===== src/rtl/seed_signature_pattern_match_core_assert.svh =====
// assertion macros shared by the seed signature pattern match rtl
`ifndef SEED_SIGNATURE_PATTERN_MATCH_CORE_ASSERT_SVH
`define SEED_SIGNATURE_PATTERN_MATCH_CORE_ASSERT_SVH

// same-cycle implication, sampled on clk, off during reset
`define SSPM_ASSERT_NOW(label, cond, prop) \
    label: assert property (@(posedge clk) disable iff (!rst_n) (cond) |-> (prop)) \
        else $error("sspm assertion failed");

// next-cycle implication, sampled on clk, off during reset
`define SSPM_ASSERT_NEXT(label, cond, prop) \
    label: assert property (@(posedge clk) disable iff (!rst_n) (cond) |=> (prop)) \
        else $error("sspm assertion failed");

`endif


===== src/rtl/sspm_pkg.sv =====
// widths, register codes and reset values of the seed signature pattern matcher
`timescale 1ns / 1ps

package sspm_pkg;

    localparam int LEN_CFG_W   = 4;
    localparam int SLIDE_CFG_W = 6;
    localparam int SEED_CFG_W  = 3;
    localparam int MASK_W      = 32;
    localparam int MASK_IDX_W  = 5;
    localparam int NUM_MASKS   = 4;
    localparam int MASK_SEL_W  = 2;
    localparam int CNT_W       = 12;
    localparam int INDEX_W     = 11;
    localparam int PATTERN_W   = 12;
    localparam int DIST_W      = 19;
    localparam int APB_ADDR_W  = 5;
    localparam int APB_DATA_W  = 32;
    localparam int IN_TDATA_W  = 128;
    localparam int OUT_TDATA_W = 48;
    localparam int OUT_PAD_W   = OUT_TDATA_W - INDEX_W - PATTERN_W - DIST_W;

    typedef logic [2:0] reg_idx_t;

    localparam reg_idx_t REG_PATTERN_LEN   = 3'd0;
    localparam reg_idx_t REG_SIGNATURE_LEN = 3'd1;
    localparam reg_idx_t REG_SEED_COUNT    = 3'd2;
    localparam reg_idx_t REG_SEED_MASK0    = 3'd3;
    localparam reg_idx_t REG_SEED_MASK1    = 3'd4;
    localparam reg_idx_t REG_SEED_MASK2    = 3'd5;
    localparam reg_idx_t REG_SEED_MASK3    = 3'd6;

    localparam logic OP_BUILD = 1'b0;
    localparam logic OP_QUERY = 1'b1;

    localparam logic [LEN_CFG_W-1:0]   LEN_RESET   = 4'd8;
    localparam logic [SLIDE_CFG_W-1:0] SLIDE_RESET = 6'd32;
    localparam logic [SEED_CFG_W-1:0]  SEED_RESET  = 3'd4;

endpackage


===== src/rtl/seed_signature_pattern_match_core.sv =====
// seed signature pattern matcher: build of miss counts and candidate scoring
`timescale 1ns / 1ps

// channel   | dir | contents
// ----------+-----+-------------------------------------------------------------
// apb       | in  | seven config registers at byte address 4*i, always ready
// s_axis    | in  | one word per op: tuser = op, tdata = observed seed bits
// m_axis    | out | one word per op: best index, best pattern, min distance
//
// one shared step unit walks (candidate, seed, slide) triples, one per cycle
// build: the count loop walks every candidate for each seed and slide
// query: each term passes the one-port count table read and then the single
// distance adder
// reset clears the count table at once through per-entry valid bits
// s_axis_tready is high only while idle; a finished word waits in the output
// register and the next word is accepted meanwhile

`include "seed_signature_pattern_match_core_assert.svh"

module seed_signature_pattern_match_core
    import sspm_pkg::*;
#(
    parameter int MAX_PATTERN_LEN   = 12,
    parameter int MAX_SIGNATURE_LEN = 32,
    parameter int NUM_SEEDS         = 4
) (
    input  logic                   clk,
    input  logic                   rst_n,
    // apb config port
    input  logic                   psel,
    input  logic                   penable,
    input  logic                   pwrite,
    input  logic [APB_ADDR_W-1:0]  paddr,
    input  logic [APB_DATA_W-1:0]  pwdata,
    output logic [APB_DATA_W-1:0]  prdata,
    output logic                   pready,
    // input stream
    input  logic                   s_axis_tvalid,
    output logic                   s_axis_tready,
    // observed_seed0, observed_seed1, observed_seed2, observed_seed3
    input  logic [IN_TDATA_W-1:0]  s_axis_tdata,
    // op
    input  logic                   s_axis_tuser,
    // output stream
    output logic                   m_axis_tvalid,
    input  logic                   m_axis_tready,
    // best_index, best_pattern, min_distance, zero pad
    output logic [OUT_TDATA_W-1:0] m_axis_tdata
);

    // candidate index width, pattern width, slide and seed counter widths
    localparam int P_W   = (MAX_PATTERN_LEN > 1) ? MAX_PATTERN_LEN - 1 : 1;
    localparam int L_W   = MAX_PATTERN_LEN;
    localparam int S_W   = (MAX_SIGNATURE_LEN > 1) ? $clog2(MAX_SIGNATURE_LEN) : 1;
    localparam int J_W   = (NUM_SEEDS > 1) ? $clog2(NUM_SEEDS) : 1;
    localparam int DEPTH = MAX_SIGNATURE_LEN * NUM_SEEDS;
    localparam int A_W   = (DEPTH > 1) ? $clog2(DEPTH) : 1;

    typedef enum logic [2:0] {
        ST_IDLE,
        ST_BUILD,
        ST_QUERY,
        ST_DRAIN,
        ST_FINISH
    } state_t;

    // mismatch bits of candidate p: bit 0 set, bit i is bit i-1 of p
    function automatic logic [L_W-1:0] pattern_of(input logic [P_W-1:0] p,
                                                  input logic [LEN_CFG_W-1:0] len);
        logic [L_W-1:0] raw;
        logic [L_W-1:0] keep;
        raw  = L_W'({p, 1'b1});
        keep = ~({L_W{1'b1}} << len);
        return raw & keep;
    endfunction

    // predicted miss at one slide: any set pattern bit over a set care bit
    function automatic logic predict_bit(input logic [L_W-1:0] pat,
                                         input logic [MASK_W-1:0] mask,
                                         input logic [S_W-1:0] s);
        logic hit;
        int   d;
        hit = 1'b0;
        for (int pos = 0; pos < L_W; pos++)
        begin
            d = int'(s) - pos;
            if (d >= 0)
            begin
                hit = hit | (pat[pos] & mask[d[MASK_IDX_W-1:0]]);
            end
        end
        return hit;
    endfunction

    // config registers
    logic [LEN_CFG_W-1:0]   len_cfg_reg, len_cfg_next;
    logic [SLIDE_CFG_W-1:0] slide_cfg_reg, slide_cfg_next;
    logic [SEED_CFG_W-1:0]  seed_cfg_reg, seed_cfg_next;
    logic [MASK_W-1:0]      seed_mask_reg [NUM_MASKS];
    logic [MASK_W-1:0]      seed_mask_next [NUM_MASKS];

    // sequencer and loop counters
    state_t                 state_reg, state_next;
    logic                   query_reg, query_next;
    logic [P_W-1:0]         p_reg, p_next;
    logic [J_W-1:0]         j_reg, j_next;
    logic [S_W-1:0]         s_reg, s_next;
    logic [CNT_W-1:0]       cnt_reg, cnt_next;
    logic [MASK_W-1:0]      obs_reg [NUM_MASKS];
    logic [MASK_W-1:0]      obs_next [NUM_MASKS];

    // count table valid bits
    logic [DEPTH-1:0]       valid_reg, valid_next;

    // query scoring stage, one term behind the issue counters
    logic                   pv_reg, pv_next;
    logic                   pred_reg, pred_next;
    logic                   obsbit_reg, obsbit_next;
    logic                   lastc_reg, lastc_next;
    logic                   lastall_reg, lastall_next;
    logic [P_W-1:0]         tp_reg, tp_next;
    logic                   rd_hit_reg, rd_hit_next;
    logic [DIST_W-1:0]      dist_reg, dist_next;
    logic [DIST_W-1:0]      best_d_reg, best_d_next;
    logic [P_W-1:0]         best_p_reg, best_p_next;
    logic                   have_reg, have_next;

    // output word register
    logic                   out_valid_reg, out_valid_next;
    logic [INDEX_W-1:0]     out_index_reg, out_index_next;
    logic [PATTERN_W-1:0]   out_pattern_reg, out_pattern_next;
    logic [DIST_W-1:0]      out_dist_reg, out_dist_next;

    // count table
    logic [CNT_W-1:0]       mem [DEPTH];
    logic [CNT_W-1:0]       rd_cnt_reg;
    logic                   mem_we;
    logic [CNT_W-1:0]       mem_wdata;

    // derived values
    logic                   cfg_wr;
    reg_idx_t               cfg_idx;
    logic [LEN_CFG_W-1:0]   len_eff;
    logic [SLIDE_CFG_W-1:0] slides_eff;
    logic [SEED_CFG_W-1:0]  seeds_eff;
    logic [P_W-1:0]         n_m1;
    logic [CNT_W-1:0]       n_cnt;
    logic [L_W-1:0]         pat;
    logic                   pred;
    logic [A_W-1:0]         addr;
    logic                   p_last;
    logic                   j_last;
    logic                   s_last;
    logic                   in_acc;
    logic                   out_free;
    logic [CNT_W-1:0]       cnt_rd;
    logic [CNT_W-1:0]       term;
    logic [DIST_W-1:0]      sum;

    assign pready        = 1'b1;
    assign cfg_wr        = psel & penable & pwrite & pready;
    assign cfg_idx       = paddr[APB_ADDR_W-1:2];
    assign s_axis_tready = (state_reg == ST_IDLE);
    assign in_acc        = s_axis_tvalid & s_axis_tready;
    assign out_free      = ~out_valid_reg | m_axis_tready;
    assign m_axis_tvalid = out_valid_reg;
    assign m_axis_tdata  = {{OUT_PAD_W{1'b0}}, out_dist_reg, out_pattern_reg, out_index_reg};

    // out-of-range lengths read as the nearest legal value
    always_comb
    begin
        if (len_cfg_reg == '0)
            len_eff = LEN_CFG_W'(1);
        else if (len_cfg_reg > LEN_CFG_W'(MAX_PATTERN_LEN))
            len_eff = LEN_CFG_W'(MAX_PATTERN_LEN);
        else
            len_eff = len_cfg_reg;

        if (slide_cfg_reg == '0)
            slides_eff = SLIDE_CFG_W'(1);
        else if (slide_cfg_reg > SLIDE_CFG_W'(MAX_SIGNATURE_LEN))
            slides_eff = SLIDE_CFG_W'(MAX_SIGNATURE_LEN);
        else
            slides_eff = slide_cfg_reg;

        if (seed_cfg_reg == '0)
            seeds_eff = SEED_CFG_W'(1);
        else if (seed_cfg_reg > SEED_CFG_W'(NUM_SEEDS))
            seeds_eff = SEED_CFG_W'(NUM_SEEDS);
        else
            seeds_eff = seed_cfg_reg;
    end

    // candidate count minus one is len-1 ones
    assign n_m1   = ~({P_W{1'b1}} << (len_eff - LEN_CFG_W'(1)));
    assign n_cnt  = CNT_W'(n_m1) + CNT_W'(1);

    // shared step unit: one (candidate, seed, slide) prediction
    assign pat    = pattern_of(p_reg, len_eff);
    assign pred   = predict_bit(pat, seed_mask_reg[MASK_SEL_W'(j_reg)], s_reg);
    assign addr   = A_W'(int'(s_reg) * NUM_SEEDS + int'(j_reg));
    assign p_last = (p_reg == n_m1);
    assign j_last = (SEED_CFG_W'(j_reg) == seeds_eff - SEED_CFG_W'(1));
    assign s_last = (SLIDE_CFG_W'(s_reg) == slides_eff - SLIDE_CFG_W'(1));

    // weighted term of the scoring stage
    always_comb
    begin
        cnt_rd = rd_hit_reg ? rd_cnt_reg : '0;
        term   = '0;
        if (pv_reg && (pred_reg != obsbit_reg))
        begin
            if (obsbit_reg)
                term = cnt_rd;
            else if (cnt_rd > n_cnt)
                term = '0;
            else
                term = n_cnt - cnt_rd;
        end
        sum = dist_reg + DIST_W'(term);
    end

    // apb read decode
    always_comb
    begin
        unique case (cfg_idx)
            REG_PATTERN_LEN:   prdata = APB_DATA_W'(len_cfg_reg);
            REG_SIGNATURE_LEN: prdata = APB_DATA_W'(slide_cfg_reg);
            REG_SEED_COUNT:    prdata = APB_DATA_W'(seed_cfg_reg);
            REG_SEED_MASK0:    prdata = seed_mask_reg[0];
            REG_SEED_MASK1:    prdata = seed_mask_reg[1];
            REG_SEED_MASK2:    prdata = seed_mask_reg[2];
            REG_SEED_MASK3:    prdata = seed_mask_reg[3];
            default:           prdata = '0;
        endcase
    end

    always_comb
    begin
        len_cfg_next     = len_cfg_reg;
        slide_cfg_next   = slide_cfg_reg;
        seed_cfg_next    = seed_cfg_reg;
        seed_mask_next   = seed_mask_reg;
        state_next       = state_reg;
        query_next       = query_reg;
        p_next           = p_reg;
        j_next           = j_reg;
        s_next           = s_reg;
        cnt_next         = cnt_reg;
        obs_next         = obs_reg;
        valid_next       = valid_reg;
        pv_next          = 1'b0;
        pred_next        = pred_reg;
        obsbit_next      = obsbit_reg;
        lastc_next       = lastc_reg;
        lastall_next     = lastall_reg;
        tp_next          = tp_reg;
        rd_hit_next      = rd_hit_reg;
        dist_next        = dist_reg;
        best_d_next      = best_d_reg;
        best_p_next      = best_p_reg;
        have_next        = have_reg;
        out_valid_next   = out_valid_reg;
        out_index_next   = out_index_reg;
        out_pattern_next = out_pattern_reg;
        out_dist_next    = out_dist_reg;
        mem_we           = 1'b0;
        mem_wdata        = cnt_reg + CNT_W'(pred);

        if (cfg_wr)
        begin
            unique case (cfg_idx)
                REG_PATTERN_LEN:   len_cfg_next      = pwdata[LEN_CFG_W-1:0];
                REG_SIGNATURE_LEN: slide_cfg_next    = pwdata[SLIDE_CFG_W-1:0];
                REG_SEED_COUNT:    seed_cfg_next     = pwdata[SEED_CFG_W-1:0];
                REG_SEED_MASK0:    seed_mask_next[0] = pwdata;
                REG_SEED_MASK1:    seed_mask_next[1] = pwdata;
                REG_SEED_MASK2:    seed_mask_next[2] = pwdata;
                REG_SEED_MASK3:    seed_mask_next[3] = pwdata;
                default:           ;
            endcase
        end

        if (out_valid_reg && m_axis_tready)
            out_valid_next = 1'b0;

        // scoring stage: fold the term, close the candidate on its last term
        if (pv_reg)
        begin
            if (lastc_reg)
            begin
                dist_next = '0;
                have_next = 1'b1;
                if (!have_reg || (sum <= best_d_reg))
                begin
                    best_d_next = sum;
                    best_p_next = tp_reg;
                end
            end
            else
            begin
                dist_next = sum;
            end
        end

        unique case (state_reg)
            ST_IDLE:
            begin
                if (in_acc)
                begin
                    query_next = (s_axis_tuser == OP_QUERY);
                    p_next     = '0;
                    j_next     = '0;
                    s_next     = '0;
                    cnt_next   = '0;
                    dist_next  = '0;
                    have_next  = 1'b0;
                    for (int k = 0; k < NUM_MASKS; k++)
                    begin
                        obs_next[k] = s_axis_tdata[k*MASK_W +: MASK_W];
                    end
                    if (s_axis_tuser == OP_BUILD)
                    begin
                        valid_next = '0;
                        state_next = ST_BUILD;
                    end
                    else
                    begin
                        state_next = ST_QUERY;
                    end
                end
            end

            // candidates innermost: one count per (slide, seed), written once
            ST_BUILD:
            begin
                if (p_last)
                begin
                    mem_we           = 1'b1;
                    valid_next[addr] = 1'b1;
                    cnt_next         = '0;
                    p_next           = '0;
                    if (j_last)
                    begin
                        j_next = '0;
                        if (s_last)
                            state_next = ST_FINISH;
                        else
                            s_next = s_reg + S_W'(1);
                    end
                    else
                    begin
                        j_next = j_reg + J_W'(1);
                    end
                end
                else
                begin
                    cnt_next = mem_wdata;
                    p_next   = p_reg + P_W'(1);
                end
            end

            // slides innermost: table read issued here, scored next cycle
            ST_QUERY:
            begin
                pv_next      = 1'b1;
                pred_next    = pred;
                obsbit_next  = obs_reg[MASK_SEL_W'(j_reg)][MASK_IDX_W'(s_reg)];
                lastc_next   = j_last & s_last;
                lastall_next = j_last & s_last & p_last;
                tp_next      = p_reg;
                rd_hit_next  = valid_reg[addr];
                if (s_last)
                begin
                    s_next = '0;
                    if (j_last)
                    begin
                        j_next = '0;
                        if (p_last)
                            state_next = ST_DRAIN;
                        else
                            p_next = p_reg + P_W'(1);
                    end
                    else
                    begin
                        j_next = j_reg + J_W'(1);
                    end
                end
                else
                begin
                    s_next = s_reg + S_W'(1);
                end
            end

            ST_DRAIN:
            begin
                state_next = ST_FINISH;
            end

            // best candidate is final here; build reports all zeros
            ST_FINISH:
            begin
                if (out_free)
                begin
                    out_valid_next = 1'b1;
                    state_next     = ST_IDLE;
                    if (query_reg)
                    begin
                        out_index_next   = INDEX_W'(best_p_reg);
                        out_pattern_next = PATTERN_W'(pattern_of(best_p_reg, len_eff));
                        out_dist_next    = best_d_reg;
                    end
                    else
                    begin
                        out_index_next   = '0;
                        out_pattern_next = '0;
                        out_dist_next    = '0;
                    end
                end
            end

            default:
            begin
                state_next = ST_IDLE;
            end
        endcase
    end

    always_ff @(posedge clk or negedge rst_n)
    begin
        if (!rst_n)
        begin
            len_cfg_reg   <= LEN_RESET;
            slide_cfg_reg <= SLIDE_RESET;
            seed_cfg_reg  <= SEED_RESET;
            for (int k = 0; k < NUM_MASKS; k++)
            begin
                seed_mask_reg[k] <= '0;
            end
            state_reg     <= ST_IDLE;
            query_reg     <= 1'b0;
            p_reg         <= '0;
            j_reg         <= '0;
            s_reg         <= '0;
            cnt_reg       <= '0;
            valid_reg     <= '0;
            pv_reg        <= 1'b0;
            lastc_reg     <= 1'b0;
            lastall_reg   <= 1'b0;
            dist_reg      <= '0;
            have_reg      <= 1'b0;
            out_valid_reg <= 1'b0;
        end
        else
        begin
            len_cfg_reg   <= len_cfg_next;
            slide_cfg_reg <= slide_cfg_next;
            seed_cfg_reg  <= seed_cfg_next;
            seed_mask_reg <= seed_mask_next;
            state_reg     <= state_next;
            query_reg     <= query_next;
            p_reg         <= p_next;
            j_reg         <= j_next;
            s_reg         <= s_next;
            cnt_reg       <= cnt_next;
            valid_reg     <= valid_next;
            pv_reg        <= pv_next;
            lastc_reg     <= lastc_next;
            lastall_reg   <= lastall_next;
            dist_reg      <= dist_next;
            have_reg      <= have_next;
            out_valid_reg <= out_valid_next;
        end
    end

    // payload registers
    always_ff @(posedge clk)
    begin
        obs_reg         <= obs_next;
        pred_reg        <= pred_next;
        obsbit_reg      <= obsbit_next;
        tp_reg          <= tp_next;
        rd_hit_reg      <= rd_hit_next;
        best_d_reg      <= best_d_next;
        best_p_reg      <= best_p_next;
        out_index_reg   <= out_index_next;
        out_pattern_reg <= out_pattern_next;
        out_dist_reg    <= out_dist_next;
    end

    // count table, registered read
    always_ff @(posedge clk)
    begin
        if (mem_we)
            mem[addr] <= mem_wdata;
        rd_cnt_reg <= mem[addr];
    end

    `SSPM_ASSERT_NEXT(a_busy_after_accept, s_axis_tvalid && s_axis_tready, !s_axis_tready)
    `SSPM_ASSERT_NEXT(a_finish_loads_word, (state_reg == ST_FINISH) && out_free, m_axis_tvalid)
    `SSPM_ASSERT_NOW(a_drain_has_last_term, state_reg == ST_DRAIN, pv_reg && lastall_reg)
    `SSPM_ASSERT_NOW(a_candidate_in_range,
        (state_reg == ST_BUILD) || (state_reg == ST_QUERY), p_reg <= n_m1)
    `SSPM_ASSERT_NEXT(a_build_word_zero,
        (state_reg == ST_FINISH) && out_free && !query_reg, m_axis_tdata == '0)

endmodule

===== config.mk =====
export PLATFORM = sky130hd
export DESIGN_NAME = seed_signature_pattern_match_core
export DESIGN_NICKNAME = d
export VERILOG_FILES = /design/src/rtl/sspm_pkg.sv /design/src/rtl/seed_signature_pattern_match_core.sv
export VERILOG_INCLUDE_DIRS = /design/src /design/src/rtl
export SDC_FILE = /design/constraint.sdc
export NUM_CORES = 2
export LEC_CHECK = 0
export ABC_CLOCK_PERIOD_IN_PS = 14400
export BUFFER_PORTS_ARGS = -buffer_cell sky130_fd_sc_hd__buf_2
export CAP_MARGIN = 15
export CORE_MARGIN = 3
export CORE_UTILIZATION = 57
export DETAILED_ROUTE_END_ITERATION = 7
export PLACE_DENSITY = 0.74
export SETUP_SLACK_MARGIN = 0.02
export SYNTH_ARGS = -nofsm -noshare
export SYNTH_HDL_FRONTEND = slang
export SYNTH_SLANG_ARGS = --single-unit

===== constraint.sdc =====
create_clock -name clk -period 14.4 [get_ports clk]
set_input_delay 2.16 -clock clk [delete_from_list [all_inputs] [get_ports clk]]
set_output_delay 2.16 -clock clk [all_outputs]
set_load 0.1 [all_outputs]

* Word level (Yosys, flattened, before mapping)
Memory sizes are Yosys's and may differ from the RTL's. A register that Yosys moved wholly into a read port is not among the register bits.
Cells that the tools add are included.
** Operators by class
- Equality and inequality tests :: 25
- $add $sub $neg :: 22
- Bitwise operators :: 35
- Magnitude comparators :: 32
- Shift-type cells :: 2
- Reduce and logical (&&, ||, !) cells :: 28
- Muxes and demuxes :: 109
** Operators by type and width (count)
- $mux 128 :: 3
- $pmux 128 s2 :: 1
- $pmux 32 s7 :: 1
- $bmux 32 s2 :: 2
- $mux 32 :: 4
- $or 128x128->128 :: 1
- $mux 19 :: 4
- $lt 5x6->1 const B :: 12
- $mux 12 :: 6
- $ge 6x1->1 const B :: 11
- $bmux 1 s5 :: 13
- $mux 11 :: 5
- $mux 1 :: 39
- $pmux 11 s3 :: 1
- $mux 3 :: 10
- $mux 5 :: 5
- $and 12x12->12 :: 2
- $pmux 12 s2 :: 1
- $sub 5x3->6 const B :: 4
- $sub 5x4->6 const B :: 4
- $ne 2x2->1 const B :: 10
- $reduce_and 2->1 :: 10
- $add 19x12->19 :: 1
- $le 19x19->1 :: 1
- other kinds (56) :: 102
** Storage, ports and cells
- Register bits after elaboration :: 540
- Word-level logic and storage cells :: 286
- Input port bits :: 173
- Memory bits (writable) :: 1536
- Memories :: 1
** Memories
- mem :: depth 128, bits a word 12, read ports 1, clocked after memory_dff 1, write ports 1, line seed_signature_pattern_match_core.sv:135 : logic [CNT_W-1:0] mem [DEPTH];

* Logic depth before layout (Yosys ltp)
- Depth after elaboration :: 33
- Gate-level depth with buffers :: 40
- Depth with buffers taken out :: 36

* Least setup slack after synthesis
OpenSTA, ideal clock, no wires.
- Kind :: reg2reg
- Start :: register s_reg[0]
- End :: memory mem[0][10] (data pin)
- Data required time :: 13.465 ns
- Cell stages (with the launch flop) :: 22
- Buffers on the path :: 5
- Period minus slack after synthesis :: 9.364 ns
- Data arrival time :: 8.429 ns
- Setup slack :: 5.036 ns
- Cell sequence :: dfrtp_1 > inv_2 > buf_1 > clkbuf_1 > clkbuf_1 > buf_1 > ha_1 > clkbuf_1 > nand2_1 > o221ai_1 > mux4_2 > mux2i_1 > a2111oi_0 > nor4_1 > nand4_1 > ha_1 > ha_1 > and3_1 > and3_1 > and3_1 > nand3_1 > xnor2_1
** On the way
- Cells in the longest elaborated chain, start to end :: 27
- Elaborated cells between the ends (all ways) :: 83
** Ends and longest elaborated chain
- start, declared :: line seed_signature_pattern_match_core.sv:107 : logic [S_W-1:0] s_reg, s_next;
- start signal, assigned :: line seed_signature_pattern_match_core.sv:464 : s_reg <= s_next;
- $sub 5x1->6 / $bmux 1 s5 (equally long branches) :: line seed_signature_pattern_match_core.sv:86, seed_signature_pattern_match_core.sv:89
- $bmux 1 s5 / $mux 1 (equally long branches) :: line seed_signature_pattern_match_core.sv:89 : hit = hit | (pat[pos] & mask[d[MASK_IDX_W-1:0]]);
- $mux 1 (not written as such) / $and 1x1->1 (equally long branches) :: line seed_signature_pattern_match_core.sv:89
- $and 1x1->1 / $mux 1 (equally long branches) :: line seed_signature_pattern_match_core.sv:89, seed_signature_pattern_match_core.sv:87
- $or 1x1->1 :: line seed_signature_pattern_match_core.sv:89
- $mux 1 :: line seed_signature_pattern_match_core.sv:87 : if (d >= 0)
- $or 1x1->1 :: line seed_signature_pattern_match_core.sv:89
- $mux 1 :: line seed_signature_pattern_match_core.sv:87
- [... 13 more ...]
- $mux 1 :: line seed_signature_pattern_match_core.sv:87
- $or 1x1->1 :: line seed_signature_pattern_match_core.sv:89
- $mux 1 :: line seed_signature_pattern_match_core.sv:87
- $or 1x1->1 :: line seed_signature_pattern_match_core.sv:89
- $mux 1 (*) :: line seed_signature_pattern_match_core.sv:87
- net pred :: line seed_signature_pattern_match_core.sv:149 : logic pred;
- $add 12x1->12 (*) :: line seed_signature_pattern_match_core.sv:268 : mem_wdata = cnt_reg + CNT_W'(pred);
- net mem_wdata[10] :: line seed_signature_pattern_match_core.sv:138 : logic [CNT_W-1:0] mem_wdata;
- end, declared :: line seed_signature_pattern_match_core.sv:135
The timed path passes the listed nets; every way through them passes the cells marked *. The select of a mux whose other input is x is not followed.

* Worst setup path after layout
- Start :: register len_cfg_reg[2]
- End :: register best_d_reg[0] (enable)
** On the way
- Cells in the longest elaborated chain, start to end :: 15
- Elaborated cells between the ends (all ways) :: 17
** Ends and longest elaborated chain
- start, declared :: line seed_signature_pattern_match_core.sv:96 : logic [LEN_CFG_W-1:0] len_cfg_reg, len_cfg_next;
- start signal, assigned :: line seed_signature_pattern_match_core.sv:456 : len_cfg_reg <= len_cfg_next;
- $gt 4x4->1 :: line seed_signature_pattern_match_core.sv:174 : else if (len_cfg_reg > LEN_CFG_W'(MAX_PATTERN_LEN))
- $mux 4 :: line seed_signature_pattern_match_core.sv:174
- $mux 4 (*) :: line seed_signature_pattern_match_core.sv:172 : if (len_cfg_reg == '0)
- $sub 4x1->4 (*) :: line seed_signature_pattern_match_core.sv:195 : assign n_m1 = ~({P_W{1'b1}} << (len_eff - LEN_CFG_W'(1)));
- $shl 11x4->11 (*) :: line seed_signature_pattern_match_core.sv:195
- $not 11->11 (*) :: line seed_signature_pattern_match_core.sv:195
- $add 11x1->12 (*) :: line seed_signature_pattern_match_core.sv:196 : assign n_cnt = CNT_W'(n_m1) + CNT_W'(1);
- $sub 12x12->12 / $gt 12x12->1 (equally long branches) :: line seed_signature_pattern_match_core.sv:218, seed_signature_pattern_match_core.sv:215
- $mux 12 (*) :: line seed_signature_pattern_match_core.sv:215 : else if (cnt_rd > n_cnt)
- $mux 12 (*) :: line seed_signature_pattern_match_core.sv:213 : if (obsbit_reg)
- $mux 12 (*) :: line seed_signature_pattern_match_core.sv:211 : if (pv_reg && (pred_reg != obsbit_reg))
- $add 19x12->19 (*) :: line seed_signature_pattern_match_core.sv:220 : sum = dist_reg + DIST_W'(term);
- net sum[17] :: line seed_signature_pattern_match_core.sv:158 : logic [DIST_W-1:0] sum;
- $le 19x19->1 (*) :: line seed_signature_pattern_match_core.sv:294 : if (!have_reg || (sum <= best_d_reg))
- $logic_or 1x1->1 (*) :: line seed_signature_pattern_match_core.sv:294
- $reduce_and 3->1 (no line) (*)
- end signal, assigned :: line seed_signature_pattern_match_core.sv:484 : best_d_reg <= best_d_next;
- end, declared :: line seed_signature_pattern_match_core.sv:124 : logic [DIST_W-1:0] best_d_reg, best_d_next;
The timed path passes the listed nets; every way through them passes the cells marked *.
A chain may end at the register's enable or synchronous reset.

==> results_dict.tcl <==
set metrics [dict create \
    arrival_ns 10.15 \
    yosysWarnings 0 \
    grt_usage_pct 31.3 \
    report.final.slew_viol_count 0 \
    grt_pass1_vias 55707 \
    busiest_layer "met2" \
    maxCapViolCount 0 \
    async_flop_share_pct 15.6 \
    hp-class "reg -> reg" \
    grtUsageMet3_pct 7.60 \
    leakage_nw 34.5 \
    power_frac_seq_pct 41.4 \
    viasPerCell 6.78 \
    largest-register "mem" \
    p_switching_w 0.00616 \
    rrSetupSlack_ns 4.70 \
    crit_required_ns 14.84 \
    drive_gt1_share_pct 17.9 \
    die_w_um 397 \
    rows 142 \
    switching_share_pct 34.6 \
    cp_max_fo 30 \
    fin_util_pct 65.0 \
    dpl_worst_slack_ns 5.03 \
    grt_pass1_wl_um 365000 \
    cts-resized-gates 0 \
    fin_ws_ns 4.70 \
    rsz0062_at_grt "no" \
    clock_skew_ns 0.0619 \
    synth-seq-cells 2088 \
    grt_start_max_net_pins 188 \
    die-area_um2 158000 \
    numCtsBuffers 202 \
    dr.pass1.iters 7 \
    hold_violations 0 \
    io_pins 256 \
    drt_iter0_drc 7850 \
    portBuffers 246 \
    finalWirelength_um 250000 \
    tns_ns 0 \
    crit_slowest_cell "nor3_1" \
    cts_max_path_buffers 3 \
    antenna_found_initial 10 \
    syn_area_um2 87200 \
    nFillCells 10391 \
    met1_usage_pct 42.2 \
    crit_path_end_kind "flop" \
    comb_power_share_pct 29.1 \
    h-tree-depth 4 \
    max_stage_delay_ns 0.67 \
    critPathLaunchType "flop" \
    tritoncts "yes" \
    slew_headroom_pct 17.5 \
    nets 6508 \
    cts_setup_buffers 0 \
    finalSetupViolCount 0 \
    power.clock.fraction_pct 29.5 \
    path_common_cell "ha_1" \
    antenna_left 0 \
    worst_pin_slew_ns 1.23 \
    vias 57359 \
    fmax_ghz 0.103 \
    die_h_um 397 \
    synth_edf_count 1750 \
    avgSynthCellArea_um2 14.5 \
    p_per_area_nw_per_um2 182 \
    clock_latency_ns 0.85 \
    clk_pin_slew_ns 0.06 \
    met2_usage_pct 48.8 \
    grt_overflow 0 \
    layout_common_cells "edfxtp_1 (1750), nor2_1 (467), nand2_1 (375)" \
    ys.flop_type "edfxtp_1" \
    fp.coreArea_um2 151000 \
    critPathKind "reg -> reg" \
    layout_commonest_cell "edfxtp_1" \
    route.detailed.drc 0 \
    status "finished clean" \
    syn_to_final_growth_pct 12.4 \
    min_period_ns 9.70 \
    cts_sinks 2088 \
    fin_crit_sh_pct 67.4 \
    dpl.hpwl_um 144000 \
    gp_congestion 0.920 \
    hold_buffers 0 \
    p_int_w 0.0116 \
    yosysSeqAreaShare_pct 69.9 \
    largest_reg_flops 1536 \
    start_util_pct 57.8 \
    root_buffer "clkbuf_16" \
    ir_worst_vdd_mv 0.138 \
    netlist_instances 6002 \
    wl_per_cell_um 29.5 \
    ys_types 85 \
]
power by group through the flow:
stage | combinational, W | sequential [W] | clock, W
after floorplan | 0.00311 | 0.00755 | 0
after CTS | 0.00503 | 0.00737 | 0.00528
final | 0.00517 | 0.00737 | 0.00525
after detailed placement | 0.00501 | 0.00749 | 0
after global placement | 0.00493 | 0.00747 | 0
after global routing | 0.00538 | 0.00740 | 0.00553
critical path: cells and delay by family, from the launching register on:
family                     cells  cell delay, ns
xor gates and xnor gates       2            0.44
adders and majority gates      6            1.83
AOI/OAI and AO/OA             16            3.44
and+or+nand+nor                8            2.33
DFF                            1            0.52
buffers and inverters          4            0.74
cells by family (layout without fill, tap and decap cells):
family                   Yosys count  after routing  synth area share (%)
multiplexers                     514            514                  7.81
other                              2             19               0.00861
adder cells (fa/ha/maj)           71             71                  1.04
AND/OR/NAND/NOR                 1295           1295                  6.72
buffers and inverters            496            922                  2.48
flip-flops                      2088           2088                  69.9
AO/OA/AOI/OAI                   1464           1464                  11.3
XOR/XNOR                          72             72                 0.723
stage by stage:
stage               total power (W)  hold WS [ns]  cell area [µm²]  instances
floorplan                    0.0107         0.400            87200       6007
global placement             0.0124         0.401            91300       8069
detailed placement           0.0125         0.405            91300       8070
CTS                          0.0177         0.421            97900       8443
global route                 0.0183         0.426            98000       8453
finish                       0.0178         0.420            98000       8461
layer usage:
metal	vias to the layer above	share of wire, %
li1	23952	-
met1	28714	36
met2	3987	47
met3	702	12
met4	4	4.5
met5	-	0.0096
synth_stat cells (all sizes together), types with 21 or more instances:
library cell,instances,area [µm²]
a211oi,26,195
a21oi,309,1550
a221oi,132,1160
a22o,80,701
a22oi,340,2550
a31oi,147,926
and2,64,400
and3,21,131
buf,205,1060
clkbuf,233,887
dfrtp,323,8080
edfxtp,1750,52600
ha,69,863
inv,56,210
mux2,224,2520
mux2i,179,1790
mux4,111,2500
nand2,376,1410
nand2b,22,145
nand3,111,556
nand4,83,519
nor2,477,1800
nor2b,39,244
nor3,34,180
o211ai,28,210
o21ai,230,1150
or3,29,181
xnor2,44,385
xor2,28,245
path summary, 6_finish.rpt:
check / startpoint / endpoint / depth (start not counted)
setup / recovery: len_cfg_reg[2] / best_d_reg[0] / 36
hold / removal: tp_reg[10] / best_p_reg[10] / 0
setup reg to reg: len_cfg_reg[2] / best_d_reg[0] / 36
hold reg to reg: tp_reg[10] / best_p_reg[10] / 0
max in group asynchronous: rst_n / valid_reg[87] / 2
min in group asynchronous: rst_n / seed_mask_reg[95] / 1
area by class of cell:
type / count / area (µm²) / share of cell area [%]
Sequential cell: 2088 / 61000 / 62.2
Multi-Input combinational cell: 3423 / 24400 / 24.9
Clock buffer: 274 / 5500 / 5.61
Timing Repair Buffer: 491 / 3270 / 3.34
Tap cell: 2016 / 2520 / 2.57
Clock inverter: 99 / 1050 / 1.07
Inverter: 58 / 223 / 0.227
Antenna cell: 12 / 30.0 / 0.0306
Power figures use the tool's default switching activity.
